File: src/rtl/core/epaf_sqrt.sv
// Pipelined truncated integer square root, one root bit per stage.
`timescale 1ns / 1ps

module epaf_sqrt #(
  parameter int IW = 56
) (
  input  logic            clk,
  input  logic            ce,
  input  logic [IW-1:0]   rad,
  output logic [IW/2-1:0] root
);

  localparam int RW = IW / 2;

  logic [IW-1:0] rad_q  [RW-1];
  logic [RW:0]   rem_q  [RW-1];
  logic [RW-1:0] root_q [RW];

  for (genvar k = 0; k < RW; k++) begin : g_stage
    logic [IW-1:0] in_rad;
    logic [RW:0]   in_rem;
    logic [RW-1:0] in_root;
    logic [RW+2:0] rem_sh;
    logic [RW+2:0] trial;
    logic [RW+2:0] diff;
    logic          ge;

    if (k == 0) begin : g_first
      assign in_rad  = rad;
      assign in_rem  = '0;
      assign in_root = '0;
    end else begin : g_next
      assign in_rad  = rad_q[k-1];
      assign in_rem  = rem_q[k-1];
      assign in_root = root_q[k-1];
    end

    // Bring down the next two radicand bits and try the next root bit.
    assign rem_sh = {in_rem, in_rad[IW-1 -: 2]};
    assign trial  = {1'b0, in_root, 2'b01};
    assign ge     = rem_sh >= trial;
    assign diff   = rem_sh - trial;

    always_ff @(posedge clk) begin
      if (ce) begin
        root_q[k] <= {in_root[RW-2:0], ge};
      end
    end

    if (k < RW - 1) begin : g_carry
      always_ff @(posedge clk) begin
        if (ce) begin
          rad_q[k] <= in_rad << 2;
          rem_q[k] <= ge ? diff[RW:0] : rem_sh[RW:0];
        end
      end
    end
  end

  assign root = root_q[RW-1];

endmodule

File: config.mk
export PLATFORM = sky130hd
export DESIGN_NAME = epaf_sqrt
export DESIGN_NICKNAME = d
export VERILOG_FILES = /design/src/rtl/core/epaf_sqrt.sv
export SDC_FILE = /design/constraint.sdc
export NUM_CORES = 2
export LEC_CHECK = 0
export BUFFER_PORTS_ARGS = -buffer_cell sky130_fd_sc_hd__clkbuf_2
export CAP_MARGIN = 20
export CORE_MARGIN = 2
export CORE_UTILIZATION = 55
export DETAILED_ROUTE_END_ITERATION = 6
export PLACE_DENSITY = 0.76
export SETUP_SLACK_MARGIN = 0.02
export SLEW_MARGIN = 0
export SYNTH_ARGS = -nofsm -noshare
export SYNTH_HDL_FRONTEND = slang
export SYNTH_SLANG_ARGS = --single-unit
File: constraint.sdc
create_clock -name clk -period 7.8 [get_ports clk]
set_clock_uncertainty 0.05 [all_clocks]
set_input_delay 1.56 -clock clk [delete_from_list [all_inputs] [get_ports clk]]
set_output_delay 1.56 -clock clk [all_outputs]
set_load 0.05 [all_outputs]
== Yosys cells after proc, flatten, opt, wreduce, memory -nomap -nowiden ==
Memory sizes are Yosys's and may differ from the RTL's.
Index checks and enable logic that the tools add are counted.

* Output and inout bits: 28
* Memories kept: 3
* RAM bits: 3,025
* Latch bits: 0
* Bits in registers: 0
* Word-level logic and storage cells: 87
* Input bits: 58
* Bits in read-only memories: 0

{| class="wikitable"
|+ Memories
! memory !! words !! width !! rd ports !! clocked after memory_dff !! write ports !! line !! source
|-
| rad_q || 27 || 54 || 27 || 0 || 27 || 15 || <nowiki>logic [IW-1:0] rad_q [RW-1];</nowiki>
|-
| root_q || 28 || 28 || 28 || 0 || 28 || 17 || <nowiki>logic [RW-1:0] root_q [RW];</nowiki>
|-
| rem_q || 27 || 29 || 27 || 0 || 27 || 16 || <nowiki>logic [RW:0] rem_q [RW-1];</nowiki>
|}

* Div/mod/pow operators: 0
* Bitwise operators: 0
* $lt $le $gt $ge: 28
* Multipliers: 0
* Add/subtract/negate cells: 27
* Reductions and logical operators: 0
* Shift operators: 0
* Eq/ne operators: 0
* Mux-type cells: 29

{| class="wikitable"
|+ Operators by type and width
! cell !! count
|-
| $ge A31 B30 Y1 || 27
|-
| $mux W29 || 27
|-
| $sub A29 B29 Y29 || 26
|-
| $sub A2 B1 Y3 const B || 1
|-
| $ge A2 B1 Y1 const B || 1
|-
| $mux W1 || 2
|}

== Longest topological paths before layout ==
An unclocked memory read counts as a cell.

* Word-level depth: 3
* Gate-level depth with buffers: 15
* Mapped depth without buffers: 13

== Worst setup path after synthesis ==
No wires, ideal clock.

* Kind: register -> register
* From: memory rem_q[0][158] in the netlist's numbering
* To: memory rem_q[0][200] in the netlist's numbering (data pin)
* Path slack: 4,184 ps
* Library setup time: 271 ps
* Path buffers: 2
* Clock period less this slack: 3,616 ps
* Arrival: 3,295 ps
* Cell stages (with the launch flop): 13
* Data required time: 7,479 ps
* Cell sequence: edfxtp_1 > or4_4 > or4_4 > or3_4 > or4_4 > nand3b_1 > or3_1 > buf_2 > nand2_4 > or2_1 > buf_4 > nor4_1 > xor2_1

{| class="wikitable"
|+ RTL lines
! what !! line
|-
| from (decl) || 16
|}

==> metrics.txt <==
Yosys reg bits=1,905; Power Density=roughly 300 nW/µm²; Die Wd=a little over 400 µm; CTS tree=built; Final TNS setup=0 ns; routed vias=roughly 52,000; Max Cap Viol=0; crit-path max FO=34; Final GP Congestion=a little over 0.9; IO Pins=86; vias per std cell=between 5 and 6; most frequent cell after synthesis=edfxtp_1; max-slew violations=0; Port Buffers=between 80 and 90; Slew headroom=0.329; Final min period=around 4.4 ns; post-CTS setup buffers=0; met1 Resource Use GR=0.285; syn_nets=approximately 7,300; crit path DAT=4.91 ns; Synth Area per Inst=~13 µm²; drt pass-1 iters=6; CTS Buf Count=191; Iteration-0 DRC Markers=4,593; Async SR Flop Fraction=0; critical path class=reg -> reg; Layout Cells excl Fill=9,167; top_reg_cell synth=edfxtp_1; global-route wire length before repair=~270,000 µm; M3 GR Usage=0.0341; final-report hold violation count=0; worst-case vdd ir drop=between 0.0002 and 0.00025 V; ant diodes=0; maximum clock path buffer count=3; Synth top cells by count=1,905 x edfxtp_1, 522 x inv_1, 511 x nand2_1; layout cells sized above 1=0.0655; run status=completed; Worst Path Required=between 8 and 9 ns; largest cells by area after synthesis=edfxtp_1 65%, ha_1 6.2%, xnor2_1 3.1%, xor2_1 3.0%, inv_1 2.2%; Total Routing Usage GR=0.205; DR DRC count=0; pin count of the biggest net entering global routing=roughly 170; DP Area=between 90,000 and 100,000 µm²; Seq/Total Area, Yosys=0.650; synthesis-to-finish area growth=10.8%; Setup violations, final=0; cell area after synthesis=88,000 µm²; Detail Route Antenna Nets=0; total wire length=about 170,000 µm; GR peak layer=met2; Die Height=404 µm; clk sinks=approximately 1,900; initial antenna violation count=1; H-tree Lvls=4; die area=163,000 µm²; CTS root buf=clkbuf_16; hold slack=about 0.36 ns; GR Overflow Total=0; fin nets=about 7,400; synth warn=0; Finished Cell Area=between 90,000 and 100,000 µm²; DP Wirelength=about 120,000 µm; post-synth top area share=0.650; GR Util met2=0.336; count of cell types in the netlist=about 80; P_leak=approximately 37 nW; Rows=roughly 150; Core Box Area=about 160,000 µm²; cell taking the most area after synthesis=edfxtp_1; Post-CTS Hold Fix Bufs=0; Clk Latency, worst-skew pair=a little over 0.8 ns; Worst Hold Class=reg -> reg; WL/cell=roughly 18 µm; crit path launch type=register; cts repair resizes=0; Initial Util=0.555; CTS clock-pin slew for the worst setup and hold paths=0.06 ns; RSZ-0062 raised after global routing=false; Setup crit end kind=register; Synth Instances=~6,800; fmax=226 MHz; Worst-Margin Slew=0.998 ns; post-route clock period utilization=0.568; vias in the first global route=around 50,000; number of enable flip-flop cells after synthesis=roughly 1,900; placed insts=around 8,800
-- registers in the layout, summed over array words and instances, names as in the netlist --
| name | count |
|---|---|
| rad_q | 756 |
| rem_q | 743 |
| root_q | 406 |
-- cells in the final DEF (no fill, tap or decap), types with 16 or more instances in the layout --
cell type,count
a31oi_1,38
mux2_1,42
nor4_1,97
clkbuf_16,195
clkinv_1,39
nor2_1,379
nor2b_1,69
o21bai_1,36
o31ai_1,38
or3_1,59
clkbuf_2,84
o21ai_0,210
clkbuf_1,29
inv_1,522
nor3_1,158
and2_1,23
a21o_1,177
xor2_1,299
clkinv_2,32
edfxtp_1,1905
nand2_1,511
nand2b_1,89
a21boi_1,16
o21ai_1,172
a211oi_1,29
buf_4,26
o21a_1,90
nand3_1,110
bufinv_16,27
or4_1,40
nand3b_1,19
xnor2_1,315
a21oi_1,373
and3_1,25
inv_2,16
o211ai_1,17
ha_1,436
nand4_1,77
-- metrics by stage --
| step | setup WS [ns] | util | power (W) |
|---|---|---|---|
| floorplan | 4.18 | - | 0.0175 |
| global placement | 3.67 | 0.574 | 0.0191 |
| detailed placement | 3.58 | 0.574 | 0.0192 |
| CTS | 3.47 | 0.615 | 0.0287 |
| global route | 3.12 | 0.615 | 0.0298 |
| finish | 3.37 | 0.615 | 0.0285 |
-- path summary, 6_finish.rpt --
| kind | startpoint | endpoint | slack (ns) | depth (start not counted) |
|---|---|---|---|---|
| hold / removal | rad_q[1][40]$_DFFE_PP_ | rad_q[1][96]$_DFFE_PP_ | 0.36 | 0 |
| setup / recovery | rem_q[1][58]$_DFFE_PP_ | rem_q[1][115]$_DFFE_PP_ | 3.37 | 12 |
| hold reg to reg | rad_q[1][40]$_DFFE_PP_ | rad_q[1][96]$_DFFE_PP_ | 0.36 | 0 |
| setup reg to reg | rem_q[1][58]$_DFFE_PP_ | rem_q[1][115]$_DFFE_PP_ | 3.37 | 12 |
-- worst max-delay path: stages, from the launching register on --
cell and delay [ns]:
edfxtp_1 0.41, ha_1 0.37, o21a_1 0.14, nor4_1 0.38
o21ai_1 0.17, a221o_1 0.37, a221o_1 0.42, a21oi_1 0.29
o2111a_1 0.64, inv_2 0.43, nand4_1 0.25, nor4_1 0.08
xor2_1 0.14
-- report_power, final --
group          total, W  internal (W)  switching (W)
clock           0.00937       0.00549        0.00388
sequential       0.0137        0.0129       0.000806
combinational   0.00542       0.00221        0.00321
total            0.0285        0.0206        0.00789
-- layout make-up --
| class | count | area, µm² |
|---|---|---|
| tap | 2072 | 2590 |
| sequential | 1905 | 57200 |
| clock buffer | 223 | 4980 |
| multi-input combinational | 4181 | 28300 |
| clock inverter | 125 | 1490 |
| timing repair buffer | 122 | 840 |
| fill | 11900 | 61100 |
| inverter | 539 | 2020 |
-- layer usage --
layer,part of all wire,vias up
met4,0.023,0
li1,-,25300
met5,0,-
met3,0.054,275
met2,0.48,1350
met1,0.44,25300
-- logic make-up (layout without fill, tap and decap cells) --
group	count (synthesis)	after routing	synth area share
fa+ha+maj	436	436	0.0620
compound gates	1328	1328	0.0933
flops	1905	1905	0.650
mux	65	65	0.00813
buf+inv	672	1009	0.0287
other cells	1	1	0.0000426
simple gates	1737	1737	0.0968
xor+xnor	614	614	0.0611
Note: power is estimated with default switching activity, not from simulation.
