$ cat src/rtl/core/epaf_div.sv
// Pipelined restoring divider with an overflow check, one quotient bit per stage.
`timescale 1ns / 1ps

module epaf_div #(
  parameter int NW = 56,
  parameter int DW = 28,
  parameter int QW = 28
) (
  input  logic          clk,
  input  logic          ce,
  input  logic [NW-1:0] num,
  input  logic [DW-1:0] den,
  output logic [QW-1:0] quo,
  output logic          ovf
);

  localparam int WW = (NW > DW + QW) ? NW : DW + QW;

  logic [WW-1:0] rem0;
  logic [DW-1:0] den0;
  logic          ovf0;
  logic [WW-1:0] rem_q [QW-1];
  logic [DW-1:0] den_q [QW-1];
  logic [QW-1:0] quo_q [QW];
  logic          ovf_q [QW];

  // The quotient overflows when it needs more than QW bits.
  always_ff @(posedge clk) begin
    if (ce) begin
      rem0 <= WW'(num);
      den0 <= den;
      ovf0 <= WW'(num) >= (WW'(den) << QW);
    end
  end

  for (genvar k = 0; k < QW; k++) begin : g_stage
    logic [WW-1:0] in_rem;
    logic [DW-1:0] in_den;
    logic [QW-1:0] in_quo;
    logic          in_ovf;
    logic [WW-1:0] ds;
    logic          ge;

    if (k == 0) begin : g_first
      assign in_rem = rem0;
      assign in_den = den0;
      assign in_quo = '0;
      assign in_ovf = ovf0;
    end else begin : g_next
      assign in_rem = rem_q[k-1];
      assign in_den = den_q[k-1];
      assign in_quo = quo_q[k-1];
      assign in_ovf = ovf_q[k-1];
    end

    // Subtract the divisor aligned to this quotient bit when it fits.
    assign ds = WW'(in_den) << (QW - 1 - k);
    assign ge = in_rem >= ds;

    always_ff @(posedge clk) begin
      if (ce) begin
        quo_q[k] <= {in_quo[QW-2:0], ge};
        ovf_q[k] <= in_ovf;
      end
    end

    if (k < QW - 1) begin : g_carry
      always_ff @(posedge clk) begin
        if (ce) begin
          rem_q[k] <= ge ? in_rem - ds : in_rem;
          den_q[k] <= in_den;
        end
      end
    end
  end

  assign quo = quo_q[QW-1];
  assign ovf = ovf_q[QW-1];

endmodule

$ cat config.mk
export PLATFORM = sky130hd
export DESIGN_NAME = epaf_div
export DESIGN_NICKNAME = d
export VERILOG_FILES = /design/src/rtl/core/epaf_div.sv
export SDC_FILE = /design/constraint.sdc
export NUM_CORES = 2
export LEC_CHECK = 0
export BUFFER_PORTS_ARGS = -buffer_cell sky130_fd_sc_hd__buf_2
export CORE_AREA = 10 10 610 612
export CTS_BUF_LIST = sky130_fd_sc_hd__clkbuf_8
export DETAILED_ROUTE_END_ITERATION = 7
export DIE_AREA = 0 0 620 622
export PLACE_DENSITY_LB_ADDON = 0.12
export SLEW_MARGIN = 20
export SYNTH_ARGS = -nofsm -noshare
export SYNTH_HDL_FRONTEND = slang
export SYNTH_SLANG_ARGS = --single-unit
export TNS_END_PERCENT = 1
$ cat constraint.sdc
create_clock -name clk -period 3.8 [get_ports clk]
set_clock_uncertainty 0.2 [all_clocks]
set_input_delay 0.57 -clock clk [delete_from_list [all_inputs] [get_ports clk]]
set_output_delay 0.57 -clock clk [all_outputs]
set_load 0.02 [all_outputs]
# Yosys cells after proc, flatten, opt, wreduce, memory -nomap -nowiden
# Memories as Yosys holds them, arrays and structs flattened.
# Index checks and enable logic that the tools add are counted.
# op_classes
n_div,0
n_reduce_logical,0
n_eq_ne,0
order_cmp,29
mul,0
n_mux,29
shifts,0
addsub,27
bitwise,0
# ops
operator,count
$mux 56,27
$ge 56x28->1,1
$ge 56x29->1,1
$ge 56x30->1,1
$ge 56x31->1,1
$ge 56x32->1,1
$ge 56x33->1,1
$ge 56x34->1,1
$ge 56x35->1,1
$ge 56x36->1,1
$ge 56x37->1,1
$ge 56x38->1,1
$ge 56x39->1,1
$ge 56x40->1,1
$ge 56x41->1,1
$ge 56x42->1,1
$ge 56x43->1,1
$ge 56x44->1,1
$ge 56x45->1,1
$ge 56x46->1,1
$ge 56x47->1,1
$ge 56x48->1,1
$ge 56x49->1,1
$ge 56x50->1,1
34 further kinds,35
# word_totals
mem_count,4
latch_bits,0
inputBits,86
word_cells,92
output_inout_bits,29
regBits,85
mem_bits_rw,3080
romBits,0
# mem_list
name,words,width,rd,rd_ports_with_merged_regs,write_ports,line,source
rem_q,27,56,27,0,27,22,logic [WW-1:0] rem_q [QW-1];
quo_q,28,28,28,0,28,24,logic [QW-1:0] quo_q [QW];
den_q,27,28,27,0,27,23,logic [DW-1:0] den_q [QW-1];
ovf_q,28,1,28,0,28,25,logic ovf_q [QW];

# Longest topological paths before layout
# An unclocked memory read counts as a cell.
# depth
word_depth,3
depth_mapped,16
depth_no_buf,15

# Worst setup path after synthesis
# Ideal clock, no wire load.
# synth_path
kind,reg2reg
startpoint,mem rem_q[0][246] (netlist name)
endpoint,mem rem_q[0][334] (netlist name) (data pin)
period_less_slack_ps,4035
required_time_ps,3329
path_stages_with_launch,17
n_path_buf,2
setup_ps,271
path_slack_ps,-235
arrival_time_ps,3563
path_cell_list,edfxtp_1 -> inv_1 -> ha_1 -> inv_1 -> fa_1 -> a211o_1 -> a211oi_1 -> o311ai_2 -> nor4b_1 -> o31ai_1 -> a2111oi_0 -> o41a_1 -> clkbuf_1 -> or2_1 -> clkbuf_1 -> nor4_1 -> xor2_1
# synth_rtl
element,line
from (decl),22

==> impl_metrics.tcl <==
set metrics [dict create \
    crit_fanout 2 \
    start_util 0.3971 \
    synth_ff_type "edfxtp_1" \
    hold_ws_ns 0.1840 \
    globalRouteTotalUtil 0.1888 \
    clockRootBuffer "clkbuf_8" \
    drt_iter0_drc 8359 \
    async_flop_share 0 \
    setup_tns_ns -1.773 \
    rr_startpoint "rem_q[0][228]" \
    intPower_mw 78.84 \
    seq_area_sq_um 83690 \
    cts_buffer_depth 4 \
    yosys-top-cells-area "edfxtp_1 (58%), ha_1 (7.1%), xnor2_1 (3.2%)" \
    layout_commonest_cell "edfxtp_1" \
    seq_area_frac_synth 0.5845 \
    dp.final_hpwl_um 288300 \
    synth_cells 12110 \
    min_path_type "reg -> reg" \
    synth-simple-area-share 0.1100 \
    dpl_cell_area_sq_um 159600 \
    synth_fa_ha_area_frac 0.07473 \
    switching_share 0.3605 \
    worstMarginPinSlew_ns 0.9867 \
    final_cell_mix "edfxtp_1 (2787), buf_4 (1291), inv_1 (1143)" \
    final.min_clock_period_ns 4.006 \
    violations "negative setup slack" \
    synth_warnings 0 \
    synth_top_family_by_area "compound AO/OA/AOI/OAI gates" \
    synth.net_count 13035 \
    utilization 0.4799 \
    wl_per_cell_um 19.92 \
    io_buffer_count 114 \
    hold_viol 0 \
    cp.required_ns 4.47 \
    ant_nets 0 \
    p_seq_frac 0.383 \
    vdd_ir_drop_max_mv 0.3248 \
    clock_sinks 2787 \
    power_density_nw_per_um2 712.4 \
    multi_input_area_sq_um 57100 \
    status "finished with violations" \
    drtPass1Iterations 8 \
    cts-buffers-inserted 477 \
    grt_pass1_vias 99692 \
    synth.area.mux_share 0.01237 \
    routed_wl_um 381100 \
    grt_first_pass_wirelength_um 580400 \
    fin_nets 14888 \
    power.switching_mw 44.44 \
    timing.max_slew.rel_slack 0.3377 \
    min_period_over_period 1.054 \
    setup_viol 35 \
    power_frac_clock 0.213 \
    p_leak_nw 68.21 \
    ys_seq_elements 2787 \
    clk_latency_ns 1.16 \
    comb_power_share 0.405 \
    antenna_found_initial 11 \
    num_rows 221 \
    htreeDepth 5 \
    syn_area_sq_um 143200 \
    path_class "reg -> reg" \
    die_h_um 622 \
    yosysTopAreaCell "edfxtp_1" \
    fp.dieW_um 620 \
    cts_tree "built" \
    postSynthAreaPerCell_sq_um 11.82 \
    synth-edff-count 2787 \
    startpoint_type "flip-flop" \
    yosys.area_share.xor_xnor 0.06074 \
    drive_gt1_frac 0.1903 \
    synth_compound_area_frac 0.1232 \
    ys_types 90 \
    fin_area_sq_um 173100 \
    core_sq_um 360600 \
    viasPerCell 5.300 \
    path_clk_slew_ns 0.06 \
    max_freq_mhz 249.7 \
    die_area_sq_um 385600 \
    overflow 0 \
    cp_data_arrival_time_ns 4.68 \
    num_vias 101396 \
    ioPinCount 115 \
    synth_top_area_frac 0.5845 \
    maxCapViolations 0 \
    finalWorstSetupSlack_ns -0.2055 \
    drc 0 \
    grt_max_degree 111 \
    hold_start "quo_q[1][95]" \
    syn_to_final_growth_pct 20.87 \
    nFillCells 32630 \
    gp_congestion 0.9394 \
    crit_start "rem_q[0][228]" \
    end_kind "flip-flop" \
    rsz0062_at_grt "yes" \
    slew_violations 0 \
]
==> synth_stat cells, types with 129 or more instances <==
| cell type | number |
|---|---|
| nand2b_1 | 129 |
| xnor2_1 | 522 |
| xor2_1 | 471 |
| nand2_1 | 890 |
| nor3_1 | 232 |
| nand4_1 | 183 |
| nor4_1 | 202 |
| a21oi_1 | 906 |
| mux2_2 | 152 |
| a21o_1 | 360 |
| ha_1 | 812 |
| inv_1 | 1020 |
| clkbuf_1 | 247 |
| edfxtp_1 | 2787 |
| o21ai_0 | 764 |
| nand3_1 | 200 |
| nor2_1 | 727 |
==> through the flow <==
step	total power, mW	worst slack (ns)	cells
4_1_cts	122.7	-0.4201	19113
6_report	123.3	-0.2055	19130
3_5_place_dp	94.98	-0.9232	18091
3_3_place_gp	94.38	-0.9350	18091
2_1_floorplan	76.89	-0.06623	12110
5_1_grt	131.7	-0.3278	19130
==> cell type report <==
type / instances / area share
Timing Repair Buffer: 1650 / 0.07707
Tap cell: 4794 / 0.03466
Inverter: 1026 / 0.02231
Antenna cell: 6 / 0.00008676
Sequential cell: 2787 / 0.4836
Multi-Input combinational cell: 8021 / 0.3299
Clock buffer: 479 / 0.03810
Clock inverter: 367 / 0.01422
==> final timing paths <==
path	end	slack (ns)	depth (start not counted)
max	rem_q[0][333]	-0.21	12
min reg2reg	quo_q[1][124]	0.18	0
max reg2reg	rem_q[0][333]	-0.21	12
min	quo_q[1][124]	0.18	0
==> worst max-delay path: stages (launching register included) <==
cell and delay, ns:
edfxtp_1 0.43, nor4_4 0.37, buf_4 0.16, nand4_1 0.09
buf_4 0.17, or4_4 0.52, nor4_4 0.31, buf_4 0.21
a2111oi_4 0.04, o41a_2 0.41, or2_4 0.25, or4_4 0.43
xnor2_2 0.15
==> power by group through the flow <==
stage | combinational, mW | sequential, mW | clock, mW
2_1_floorplan | 31.5 | 45.4 | 0
3_3_place_gp | 46.6 | 47.8 | 0
3_5_place_dp | 47.2 | 47.8 | 0
4_1_cts | 48.2 | 47.3 | 27.3
5_1_grt | 55.1 | 47.8 | 28.7
6_report | 49.9 | 47.2 | 26.2
==> registers in the layout, summed over array words and instances (netlist names) <==
signal	flops
g_stage.in_ovf	1
ovf_q	28
quo_q	406
den0	28
rem_q	1512
g_stage.in_rem	56
den_q	756
==> timing repair <==
action | in CTS | in global routing
setup buffers | 6 | 13
gates cloned | 1 | 0
gates resized for setup | 137 | 433
pin swaps | 40 | 89
hold buffers | 169 | 0
endpoints found under the setup margin | 488 | 785
endpoints found under the hold margin | 633 | 0
==> cell families after synthesis <==
| family | after synthesis |
|---|---|
| and+or+nand+nor | 3168 |
| AOI/OAI and AO/OA | 2863 |
| DFF | 2787 |
| buffers and inverters | 1302 |
| xor gates and xnor gates | 993 |
| adders and majority gates | 839 |
| muxes | 158 |
==> routing by layer <==
layer,track usage,part of all wire,wire length (um),vias to the layer above
li1,-,-,-,48783
met2,0.3088,0.47,178600,2752
met5,0,0.00031,118,-
met1,0.2632,0.45,171800,49265
met3,0.02855,0.054,20680,594
met4,0.04870,0.026,9858,2
(Power assumes the default switching activity.)
